[config.mk]
export PLATFORM = sky130hd
export DESIGN_NAME = led_blink_pattern_sequencer_core
export DESIGN_NICKNAME = d
export VERILOG_FILES = /design/src/rtl/lbps_pkg.sv /design/src/rtl/lbps_ctrl.sv /design/src/rtl/lbps_datapath.sv /design/src/rtl/led_blink_pattern_sequencer_core.sv
export SDC_FILE = /design/constraint.sdc
export NUM_CORES = 2
export LEC_CHECK = 0
export BUFFER_PORTS_ARGS = -buffer_cell sky130_fd_sc_hd__buf_4
export CELL_PAD_IN_SITES_DETAIL_PLACEMENT = 1
export CELL_PAD_IN_SITES_GLOBAL_PLACEMENT = 1
export CORE_AREA = 4 4 329 201
export CTS_CLUSTER_SIZE = 20
export DETAILED_ROUTE_END_ITERATION = 10
export DIE_AREA = 0 0 333 205
export GPL_ROUTABILITY_DRIVEN = 1
export PLACE_DENSITY_LB_ADDON = 0.1
export SYNTH_ARGS = -nofsm -noshare
export SYNTH_HDL_FRONTEND = slang
export SYNTH_HIERARCHICAL = 1
export SYNTH_SLANG_ARGS = --single-unit
[constraint.sdc]
create_clock -name clk_i -period 23 [get_ports clk_i]
set_input_delay 1.15 -clock clk_i [delete_from_list [all_inputs] [get_ports clk_i]]
set_output_delay 1.15 -clock clk_i [all_outputs]
set_load 0.02 [all_outputs]
[src/rtl/lbps_pkg.sv]
// Shared types and constants of the LED blink pattern sequencer.
// Command codes, default sizes, and the controller/datapath interface structs.
// No dependencies.
`default_nettype none

package lbps_pkg;

  localparam int unsigned LBPS_LED_COUNT = 3;
  localparam int unsigned LBPS_TICK_MS   = 10;

  localparam logic [1:0] FUNC_START     = 2'd0;
  localparam logic [1:0] FUNC_TICK      = 2'd1;
  localparam logic [1:0] FUNC_RESET_ONE = 2'd2;
  localparam logic [1:0] FUNC_RESET_ALL = 2'd3;

  localparam logic [8:0] MAX_REPEATS = 9'd256;

  typedef struct packed {
    logic capture;
    logic do_start;
    logic do_adv;
    logic do_upd;
    logic do_clear;
    logic load_out;
  } lbps_cmd_t;

  typedef struct packed {
    logic ptr_last;
  } lbps_sts_t;

endpackage

`default_nettype wire

[src/rtl/lbps_ctrl.sv]
// Controller state machine of the LED blink pattern sequencer.
// Sequences request capture, execution, per-LED tick steps and result load.
// Depends on lbps_pkg.
`default_nettype none

module lbps_ctrl (
  input  wire logic              clk_i,
  input  wire logic              rst_ni,
  input  wire logic              in_valid_i,
  output logic                   in_stall_o,
  input  wire logic [1:0]        func_i,
  output logic                   out_valid_o,
  input  wire logic              out_stall_i,
  output lbps_pkg::lbps_cmd_t    cmd_o,
  input  wire lbps_pkg::lbps_sts_t sts_i
);
  import lbps_pkg::*;

  localparam logic [2:0] S_IDLE  = 3'd0;
  localparam logic [2:0] S_START = 3'd1;
  localparam logic [2:0] S_ADV   = 3'd2;
  localparam logic [2:0] S_UPD   = 3'd3;
  localparam logic [2:0] S_CLEAR = 3'd4;
  localparam logic [2:0] S_DONE  = 3'd5;

  logic [2:0] state_q, state_d;
  logic       out_valid_q, out_valid_d;
  logic       accept;

  assign in_stall_o  = (state_q != S_IDLE);
  assign accept      = in_valid_i && !in_stall_o;
  assign out_valid_o = out_valid_q;

  always_comb begin
    state_d = state_q;
    cmd_o   = '0;
    unique case (state_q)
      S_IDLE: begin
        if (accept) begin
          cmd_o.capture = 1'b1;
          unique case (func_i) inside
            FUNC_START: state_d = S_START;
            FUNC_TICK:  state_d = S_ADV;
            FUNC_RESET_ONE, FUNC_RESET_ALL: state_d = S_CLEAR;
            default:    state_d = S_CLEAR;
          endcase
        end
      end
      S_START: begin
        cmd_o.do_start = 1'b1;
        state_d        = S_DONE;
      end
      S_ADV: begin
        cmd_o.do_adv = 1'b1;
        state_d      = S_UPD;
      end
      S_UPD: begin
        cmd_o.do_upd = 1'b1;
        state_d      = sts_i.ptr_last ? S_DONE : S_ADV;
      end
      S_CLEAR: begin
        cmd_o.do_clear = 1'b1;
        state_d        = S_DONE;
      end
      S_DONE: begin
        if (!out_valid_q || !out_stall_i) begin
          cmd_o.load_out = 1'b1;
          state_d        = S_IDLE;
        end
      end
      default: state_d = S_IDLE;
    endcase
  end

  always_comb begin
    out_valid_d = out_valid_q;
    if (out_valid_q && !out_stall_i) begin
      out_valid_d = 1'b0;
    end
    if (cmd_o.load_out) begin
      out_valid_d = 1'b1;
    end
  end

  always_ff @(posedge clk_i or negedge rst_ni) begin
    if (!rst_ni) begin
      state_q     <= S_IDLE;
      out_valid_q <= 1'b0;
    end else begin
      state_q     <= state_d;
      out_valid_q <= out_valid_d;
    end
  end

`ifndef SYNTHESIS
  a_accept_leaves_idle: assert property (@(posedge clk_i) disable iff (!rst_ni)
    accept |=> state_q != S_IDLE)
    else $error("request accepted but controller stayed idle");

  a_one_action: assert property (@(posedge clk_i) disable iff (!rst_ni)
    $onehot0({cmd_o.do_start, cmd_o.do_adv, cmd_o.do_upd, cmd_o.do_clear, cmd_o.load_out}))
    else $error("more than one datapath action in a cycle");

  a_result_from_done: assert property (@(posedge clk_i) disable iff (!rst_ni)
    $rose(out_valid_o) |-> $past(state_q == S_DONE))
    else $error("result raised outside the done state");

  a_done_loads_free: assert property (@(posedge clk_i) disable iff (!rst_ni)
    (state_q == S_DONE && !out_valid_q) |=> out_valid_q)
    else $error("free output register not loaded");
`endif

endmodule

`default_nettype wire

[src/rtl/lbps_datapath.sv]
// Datapath of the LED blink pattern sequencer: per-LED pattern state,
// start/tick/reset update logic, polarity register and result register.
// Depends on lbps_pkg; driven by lbps_ctrl.
`default_nettype none

module lbps_datapath #(
  parameter int unsigned LED_COUNT = lbps_pkg::LBPS_LED_COUNT,
  parameter int unsigned TICK_MS   = lbps_pkg::LBPS_TICK_MS
) (
  input  wire logic                clk_i,
  input  wire logic                rst_ni,
  input  wire logic                cfg_we_i,
  input  wire logic [7:0]          cfg_wdata_i,
  input  wire logic [1:0]          func_i,
  input  wire logic [2:0]          led_sel_i,
  input  wire logic [15:0]         on_time_ms_i,
  input  wire logic [15:0]         off_time_ms_i,
  input  wire logic [7:0]          repeat_count_i,
  input  wire logic                steady_i,
  input  wire logic [7:0]          priority_req_i,
  input  wire lbps_pkg::lbps_cmd_t cmd_i,
  output lbps_pkg::lbps_sts_t      sts_o,
  output logic                     rejected_o,
  output logic [7:0]               pin_levels_o,
  output logic [7:0]               lit_mask_o,
  output logic [7:0]               busy_mask_o,
  output logic                     any_busy_o
);
  import lbps_pkg::*;

  localparam int unsigned IdxW    = (LED_COUNT > 1) ? $clog2(LED_COUNT) : 1;
  localparam logic [31:0] TickInc = 32'(TICK_MS);
  localparam logic [IdxW-1:0] LastLed = IdxW'(LED_COUNT - 1);

  logic [23:0]          on_dur_q   [LED_COUNT];
  logic [23:0]          off_dur_q  [LED_COUNT];
  logic [8:0]           rep_q      [LED_COUNT];
  logic [7:0]           prio_q     [LED_COUNT];
  logic [31:0]          elapsed_q  [LED_COUNT];
  logic [31:0]          phase_q    [LED_COUNT];
  logic [LED_COUNT-1:0] lit_q;
  logic [LED_COUNT-1:0] steady_q;
  logic [7:0]           mask_q;
  logic [IdxW-1:0]      ptr_q;
  logic                 rejected_q;

  logic [1:0]  func_q;
  logic [2:0]  idx_q;
  logic        in_range_q;
  logic [15:0] on_q;
  logic [15:0] off_q;
  logic [7:0]  rcnt_q;
  logic        st_q;
  logic [7:0]  preq_q;

  logic [7:0] pins_q, litm_q, busy_q;
  logic       anyb_q, rej_out_q;

  logic [IdxW-1:0] sel;
  logic            rep_nz;
  logic            reject;
  logic            on_zero, off_zero;
  logic [15:0]     mul_a;
  logic [23:0]     prod;
  logic [23:0]     st_on_d, st_off_d;
  logic [8:0]      st_rep_d;
  logic [31:0]     span;
  logic [31:0]     phase_add;
  logic [8:0]      tk_rep_d;
  logic            tk_lit_d;
  logic [31:0]     tk_phase_d;
  logic [7:0]      pins_d, litm_d, busy_d;

  assign sel            = (cmd_i.do_adv || cmd_i.do_upd) ? ptr_q : idx_q[IdxW-1:0];
  assign rep_nz         = (rep_q[sel] != 9'd0);
  assign sts_o.ptr_last = (ptr_q == LastLed);

  // Start: steady clears repeats; fold zero phases; add a compensating repeat to a lit LED with more than one repeat
  assign reject   = rep_nz && (prio_q[sel] > preq_q);
  assign on_zero  = (on_q == 16'd0);
  assign off_zero = (off_q == 16'd0);
  assign mul_a    = on_zero ? off_q : on_q;
  assign prod     = {8'd0, mul_a} * {16'd0, rcnt_q};

  always_comb begin
    st_on_d  = {8'd0, on_q};
    st_off_d = {8'd0, off_q};
    st_rep_d = {1'b0, rcnt_q};
    if (st_q) begin
      st_rep_d = 9'd0;
    end else if (on_zero) begin
      st_off_d = prod;
      st_rep_d = 9'd1;
    end else if (off_zero) begin
      st_on_d  = prod;
      st_rep_d = 9'd1;
    end else if (lit_q[sel] && rcnt_q > 8'd1) begin
      st_rep_d = {1'b0, rcnt_q} + 9'd1;
    end
  end

  // Tick: end the current phase once its span is exceeded
  assign span      = elapsed_q[sel] - phase_q[sel];
  assign phase_add = phase_q[sel] + {8'd0, (lit_q[sel] ? on_dur_q[sel] : off_dur_q[sel])};

  always_comb begin
    tk_rep_d   = rep_q[sel];
    tk_lit_d   = lit_q[sel];
    tk_phase_d = phase_q[sel];
    if (lit_q[sel]) begin
      if (span > {8'd0, on_dur_q[sel]}) begin
        tk_lit_d = 1'b0;
        if (off_dur_q[sel] != 24'd0) begin
          tk_phase_d = phase_add;
        end else begin
          tk_rep_d = 9'd0;
        end
      end
    end else if (span > {8'd0, off_dur_q[sel]}) begin
      tk_rep_d = rep_q[sel] - 9'd1;
      if (tk_rep_d != 9'd0) begin
        tk_lit_d   = 1'b1;
        tk_phase_d = phase_add;
      end
    end
    if (tk_rep_d == 9'd0) begin
      tk_lit_d = 1'b0;
    end
  end

  always_comb begin
    pins_d = '0;
    litm_d = '0;
    busy_d = '0;
    for (int i = 0; i < 8; i++) begin
      if (i < LED_COUNT) begin
        litm_d[i] = lit_q[i];
        pins_d[i] = lit_q[i] ? mask_q[i] : !mask_q[i];
        busy_d[i] = (rep_q[i] != 9'd0) || steady_q[i];
      end
    end
  end

  always_ff @(posedge clk_i) begin
    if (cmd_i.capture) begin
      func_q     <= func_i;
      idx_q      <= led_sel_i;
      in_range_q <= (int'(led_sel_i) < LED_COUNT);
      on_q       <= on_time_ms_i;
      off_q      <= off_time_ms_i;
      rcnt_q     <= repeat_count_i;
      st_q       <= steady_i;
      preq_q     <= priority_req_i;
    end
    if (cmd_i.load_out) begin
      rej_out_q <= rejected_q;
      pins_q    <= pins_d;
      litm_q    <= litm_d;
      busy_q    <= busy_d;
      anyb_q    <= (busy_d != 8'd0);
    end
  end

  always_ff @(posedge clk_i or negedge rst_ni) begin
    if (!rst_ni) begin
      for (int i = 0; i < LED_COUNT; i++) begin
        on_dur_q[i]  <= '0;
        off_dur_q[i] <= '0;
        rep_q[i]     <= '0;
        prio_q[i]    <= '0;
        elapsed_q[i] <= '0;
        phase_q[i]   <= '0;
      end
      lit_q      <= '0;
      steady_q   <= '0;
      mask_q     <= '0;
      ptr_q      <= '0;
      rejected_q <= 1'b0;
    end else begin
      if (cfg_we_i) begin
        mask_q <= cfg_wdata_i;
      end
      if (cmd_i.capture) begin
        rejected_q <= 1'b0;
        ptr_q      <= '0;
      end
      if (cmd_i.do_start && in_range_q) begin
        if (reject) begin
          rejected_q <= 1'b1;
        end else begin
          prio_q[sel]    <= preq_q;
          steady_q[sel]  <= st_q && !on_zero;
          on_dur_q[sel]  <= st_on_d;
          off_dur_q[sel] <= st_off_d;
          rep_q[sel]     <= st_rep_d;
          elapsed_q[sel] <= '0;
          phase_q[sel]   <= '0;
          lit_q[sel]     <= (st_on_d != 24'd0);
        end
      end
      if (cmd_i.do_adv && rep_nz) begin
        elapsed_q[sel] <= elapsed_q[sel] + TickInc;
      end
      if (cmd_i.do_upd) begin
        if (rep_nz) begin
          rep_q[sel]   <= tk_rep_d;
          lit_q[sel]   <= tk_lit_d;
          phase_q[sel] <= tk_phase_d;
        end
        if (!sts_o.ptr_last) begin
          ptr_q <= ptr_q + 1'b1;
        end
      end
      if (cmd_i.do_clear) begin
        if (func_q == FUNC_RESET_ALL) begin
          for (int i = 0; i < LED_COUNT; i++) begin
            rep_q[i]  <= '0;
            prio_q[i] <= '0;
          end
        end else if (in_range_q) begin
          rep_q[sel]  <= '0;
          prio_q[sel] <= '0;
          lit_q[sel]  <= 1'b0;
        end
      end
    end
  end

  assign rejected_o   = rej_out_q;
  assign pin_levels_o = pins_q;
  assign lit_mask_o   = litm_q;
  assign busy_mask_o  = busy_q;
  assign any_busy_o   = anyb_q;

`ifndef SYNTHESIS
  a_rep_bound: assert property (@(posedge clk_i) disable iff (!rst_ni)
    rep_q[ptr_q] <= MAX_REPEATS)
    else $error("repeat count beyond compensated maximum");

  a_reject_only_start: assert property (@(posedge clk_i) disable iff (!rst_ni)
    rejected_q |-> func_q == FUNC_START)
    else $error("reject flag set by a request other than start");

  a_ptr_range: assert property (@(posedge clk_i) disable iff (!rst_ni)
    int'(ptr_q) < LED_COUNT)
    else $error("tick pointer past last LED");
`endif

endmodule

`default_nettype wire

[src/rtl/led_blink_pattern_sequencer_core.sv]
// Top level of the LED blink pattern sequencer.
// Instantiates lbps_ctrl and lbps_datapath; depends on lbps_pkg.
//
//   channel  direction  handshake                 payload
//   in       to block   in_valid_i / in_stall_o   func, LED select, times, repeats, flags
//   out      from block out_valid_o / out_stall_i rejected, pin levels, lit, busy
//   cfg      to block   cfg_we_i                  on_level_mask (cfg_wdata_i)
//
// Start and reset requests run one START or CLEAR state before DONE loads the result.
// A tick runs ADV then UPD for each LED before DONE loads its result; one shared
// elapsed/phase unit steps through the LEDs.
// One request is in flight at a time; the next is accepted in the cycle after the load.
// A held result stalls only the final load.
// Reset clears all pattern state, the polarity mask and the result valid flag.
`default_nettype none

module led_blink_pattern_sequencer_core #(
  parameter int unsigned LED_COUNT = lbps_pkg::LBPS_LED_COUNT,
  parameter int unsigned TICK_MS   = lbps_pkg::LBPS_TICK_MS
) (
  input  wire logic        clk_i,
  input  wire logic        rst_ni,
  input  wire logic        cfg_we_i,
  input  wire logic [7:0]  cfg_wdata_i,
  input  wire logic        in_valid_i,
  output logic             in_stall_o,
  input  wire logic [1:0]  func_i,
  input  wire logic [2:0]  led_sel_i,
  input  wire logic [15:0] on_time_ms_i,
  input  wire logic [15:0] off_time_ms_i,
  input  wire logic [7:0]  repeat_count_i,
  input  wire logic        steady_i,
  input  wire logic [7:0]  priority_req_i,
  output logic             out_valid_o,
  input  wire logic        out_stall_i,
  output logic             rejected_o,
  output logic [7:0]       pin_levels_o,
  output logic [7:0]       lit_mask_o,
  output logic [7:0]       busy_mask_o,
  output logic             any_busy_o
);
  import lbps_pkg::*;

  lbps_cmd_t cmd;
  lbps_sts_t sts;

  lbps_ctrl u_ctrl (
    .clk_i       (clk_i),
    .rst_ni      (rst_ni),
    .in_valid_i  (in_valid_i),
    .in_stall_o  (in_stall_o),
    .func_i      (func_i),
    .out_valid_o (out_valid_o),
    .out_stall_i (out_stall_i),
    .cmd_o       (cmd),
    .sts_i       (sts)
  );

  lbps_datapath #(
    .LED_COUNT (LED_COUNT),
    .TICK_MS   (TICK_MS)
  ) u_datapath (
    .clk_i          (clk_i),
    .rst_ni         (rst_ni),
    .cfg_we_i       (cfg_we_i),
    .cfg_wdata_i    (cfg_wdata_i),
    .func_i         (func_i),
    .led_sel_i      (led_sel_i),
    .on_time_ms_i   (on_time_ms_i),
    .off_time_ms_i  (off_time_ms_i),
    .repeat_count_i (repeat_count_i),
    .steady_i       (steady_i),
    .priority_req_i (priority_req_i),
    .cmd_i          (cmd),
    .sts_o          (sts),
    .rejected_o     (rejected_o),
    .pin_levels_o   (pin_levels_o),
    .lit_mask_o     (lit_mask_o),
    .busy_mask_o    (busy_mask_o),
    .any_busy_o     (any_busy_o)
  );

endmodule

`default_nettype wire
==> impl_summary.txt <==
----------------------------------------------------
[Drt]
  Topmost layer with routed signal wires ... met4
  Post-Route M1 WL ... about 49 mm
  Detailed-routed wire length on met3 ... 6.259 mm
  Amount of wire on met2 after detailed routing ... ~47 mm
  First-pass DRT Iterations ... 6
  Mean number of vias per cell ... 6.252
  Total routed wirelength ... 104.0 mm
  WL/cell ... 24.10 um
  Number of DRC violations after detailed-routing iteration 0 ... 2280
  ANT nets after route ... 0
  Final routed DRC violation total ... 0
  Via count ... 26972

[Clocking]
  TritonCTS buffer count ... 48
  Clock edge transition at the registers on the reported setup and hold paths ... 70 ps
  Clock tree from TritonCTS ... yes
  Post-cts sizing count ... 0
  Root Buffer Master ... clkbuf_16
  Worst-Skew Late Latency ... ~620 ps
  Hold-fix buffer count after cts ... 0
  Clock Sinks ... 468
  Number of setup buffers added after CTS ... 0
  CTS H-tree depth ... 2
  Worst-case clock buffer depth ... 3

[Timing]
  Minimum clock period after layout ... between 10000 and 15000 ps
  Slew HR ... 17.31%
  Post-route setup TNS ... 0 ps
  Setup repair after global routing missed its margin ... false
  Hold Violations, Final ... 0
  Worst hold slack after final layout ... between 400 and 500 ps
  Worst-Margin Slew ... 1240 ps
  Total of endpoints with negative setup slack in the final report ... 0
  Peak Freq ... 0.09844 GHz
  Share of the clock period used by the worst path after layout ... 44.17%
  Final max-slew violation count ... 0
  Clock tree skew after final layout ... between 20 and 25 ps

[Synthesis]
  Number of synthesized flops with an enable pin ... 65
  Cell area after synthesis ... 31310 um^2
  Cells after Synth ... 3483
  Most used DFF post-synth ... dfrtp_1
  Proportion of synthesized flip-flops having asynchronous set or reset ... around 86%
  Seq/Total Area, Yosys ... 38.44%
  Number of synthesized register bits ... 468
  Number of warning messages in the yosys log ... 6
  Average cell area after synthesis ... approximately 9 um^2
  Count of unique library cells instantiated by Yosys ... 109

[Job]
  Number of max-cap violations ... 0

[Layout]
  Share of layout cells above drive strength 1 ... slightly above 8%
  Area occupied by multi-input gates ... 17620 um^2
  Area occupied by registers ... 12040 um^2
  Synth-to-Final Area Change ... 8.444%
  Final cell count without fillers ... 4314
  Layout fillers ... 7156
  NumNets Final ... 3750
  Post-route design area ... 33960 um^2
  Final antenna diode count ... 0

[Setup path]
  Critical Path Sink Type ... flip-flop
  Startpoint types ... flip-flop
  Cell Chain, Critical Path ... or4_1, nor4_1, and2_1, a21oi_1, nand2b_1, fa_1, fa_1, fa_1, fa_1, inv_1, ha_1, and3_1, a22o_1, o311ai_0, o21ai_0, a311o_1, nand3_1, o311a_1, nand4_1, o31ai_1, o21ai_1, o41ai_2, o21ai_1
  Classification of the worst setup path ... flip-flop to flip-flop
  Crit-path most repeated cell ... fa_1
  Crit-path leading delay family ... compound AO/OA/AOI/OAI gates
  Required time at the endpoint of the critical path ... 23460 ps
  Data arrival time of the critical path ... between 10000 and 15000 ps
  Maximum net fanout on the critical path ... 25
  Slowest stage cell on the critical path ... and2_1
  Flop2flop setup slack ... roughly 13000 ps
  Critical path's largest stage delay ... around 1000 ps
  Number of buffers and inverters on the critical path ... 1

[Placement]
  Count of placed standard cells including taps ... 4224
  Number of port buffers ... 74
  HPWL after detailed placement ... 72.92 mm
  Placed instance area ... 32200 um^2
  Gp weighted congestion ... 0.9010

[Worst hold path]
  Worst hold path class ... flip-flop to flip-flop

[Floorplan]
  Initial cell density of the core ... 49.92%
  Area inside the core boundary ... about 63000 um^2
  Die Span Y ... 205 um
  Number of cell rows ... 71
  Overall die area ... a little under 70000 um^2
  Die width ... 333 um
  Number of ports placed on the die boundary ... 95

[Status]
  Outcome ... complete, no violations

[Power]
  Static power due to leakage ... between 15 and 20 nW
  Total power divided by cell area ... between 150 and 200 nW/um^2
  Worst ir drop on vdd ... 0.0003513 V

[GRT]
  Total gr overflow ... 0
  Global-route wire length before repair ... 165.3 mm
  Via count of the first global-routing pass ... 28412
  Largest net degree at the start of global routing ... 97
  Overall global routing resource usage ... 30.44%
  Number of antenna violations at the first check in global routing ... 0

----------------------------------------------------
synthesized netlist by cell type (36+ instances only):
| cell type | number | area [um^2] |
|---|---|---|
| a21o_1 | 65 | 488.0 |
| a21oi_1 | 236 | 1181 |
| and2_1 | 43 | 269.0 |
| buf_2 | 58 | 290.3 |
| clkbuf_1 | 107 | 401.6 |
| dfrtp_1 | 403 | 10080 |
| edfxtp_1 | 65 | 1952 |
| fa_1 | 86 | 1722 |
| ha_1 | 161 | 2014 |
| inv_1 | 163 | 611.8 |
| mux2i_1 | 124 | 1241 |
| nand2_1 | 537 | 2016 |
| nand3_1 | 218 | 1091 |
| nor2_1 | 94 | 352.8 |
| nor3_1 | 36 | 180.2 |
| o21ai_0 | 396 | 1982 |
| o21ai_1 | 47 | 235.2 |
| xnor2_1 | 74 | 648.1 |
sequential cells by signal, summed over array words and instances (netlist names), 2 cells and up:
register	flops
u_datapath/steady_q	3
u_datapath/busy_mask_o	3
u_datapath/prio_q	24
u_datapath/idx_q	2
u_datapath/rep_q	27
u_datapath/off_dur_q	72
u_datapath/on_q	16
u_datapath/lit_mask_o	3
u_ctrl/state_q	3
u_datapath/func_q	2
u_datapath/off_q	16
u_datapath/preq_q	8
u_datapath/lit_q	3
u_datapath/phase_q	96
u_datapath/on_dur_q	72
u_datapath/pin_levels_o	3
u_datapath/rcnt_q	8
u_datapath/elapsed_q	96
u_datapath/ptr_q	2
u_datapath/mask_q	3
stage by stage:
stage | setup WS (ps) | utilization (%) | power [mW]
global route | 12280 | 54.14 | 5.513
CTS | 13120 | 54.13 | 5.101
global placement | 13380 | 51.33 | 4.055
floorplan | 15700 | - | 3.373
detailed placement | 13190 | 51.33 | 4.192
finish | 12840 | 54.14 | 5.139
worst reg2reg max path: cells and delay by family, from the launching register on:
family	cells	cell delay (ps)
fa+ha+maj	5	2490
compound gates	10	3970
buf+inv	1	40
flops	1	450
simple gates	7	3070
power breakdown:
group	total [mW]	internal (mW)	switching [mW]	leakage [nW]
sequential	1.13	1.01	0.119	6.05
combinational	3.13	1.14	1.99	8.29
clock	0.881	0.517	0.364	0.850
routing by layer:
layer,up-vias,track usage (%)
met5,-,0
met4,0,5.984
met3,130,4.388
met2,782,48.39
met1,13948,44.69
li1,12112,-
worst paths after layout:
kind / start / end / depth (start not counted)
min in group asynchronous: rst_ni / u_datapath/prio_q[3]$_DFF_PN0_ / 1
worst max register to register: u_datapath/on_q[10]$_DFFE_PP_ / u_datapath/lit_q[1]$_DFF_PN0_ / 23
worst min-delay path: u_datapath/off_dur_q[50]$_DFFE_PN0P_ / u_datapath/off_dur_q[50]$_DFFE_PN0P_ / 2
worst max-delay path: u_datapath/on_q[10]$_DFFE_PP_ / u_datapath/lit_q[1]$_DFF_PN0_ / 23
worst min register to register: u_datapath/off_dur_q[50]$_DFFE_PN0P_ / u_datapath/off_dur_q[50]$_DFFE_PN0P_ / 2
max in group asynchronous: rst_ni / u_datapath/phase_q[36]$_DFF_PN0_ / 3
logic make-up after synthesis:
| kind of cell | Yosys count | synth area share (%) |
|---|---|---|
| simple gates | 1147 | 17.43 |
| fa+ha+maj | 247 | 11.93 |
| buf+inv | 392 | 5.654 |
| other cells | 1 | 0.01198 |
| compound gates | 975 | 18.78 |
| flops | 468 | 38.44 |
| xor+xnor | 110 | 3.101 |
| mux | 143 | 4.647 |
cells in the final DEF (no fill, tap or decap), drive strengths merged, types with 15 or more instances in the layout:
| cell | synthesis | layout |
|---|---|---|
| mux2 | 19 | 19 |
| nor4 | 22 | 22 |
| inv | 163 | 164 |
| or3 | 21 | 21 |
| xnor2 | 75 | 75 |
| a21oi | 240 | 240 |
| nand3 | 218 | 218 |
| and3 | 17 | 17 |
| ha | 161 | 161 |
| nand4 | 28 | 28 |
| buf | 119 | 116 |
| nand2b | 29 | 29 |
| dfrtp | 403 | 403 |
| clkbuf | 109 | 69 |
| nand2 | 538 | 538 |
| nor2b | 35 | 35 |
| and2 | 44 | 44 |
| nor2 | 97 | 97 |
| o21ai | 445 | 445 |
| a22o | 26 | 26 |
| fa | 86 | 86 |
| o21a | 22 | 22 |
| a22oi | 15 | 15 |
| conb | 1 | 15 |
| a211oi | 37 | 37 |
| edfxtp | 65 | 65 |
| a21o | 65 | 65 |
| xor2 | 35 | 35 |
| mux2i | 124 | 124 |
| nor3 | 41 | 41 |
layout make-up:
| cell class | instances | area share, % |
|---|---|---|
| multi-input cells | 2637 | 51.88 |
| well taps | 839 | 3.092 |
| clock inverters | 21 | 0.9138 |
| clock buffers | 68 | 4.245 |
| repair buffers | 117 | 2.609 |
| flip-flops and latches | 468 | 35.45 |
| inverters | 164 | 1.813 |
No activity file was read; power rests on OpenSTA's default activity.
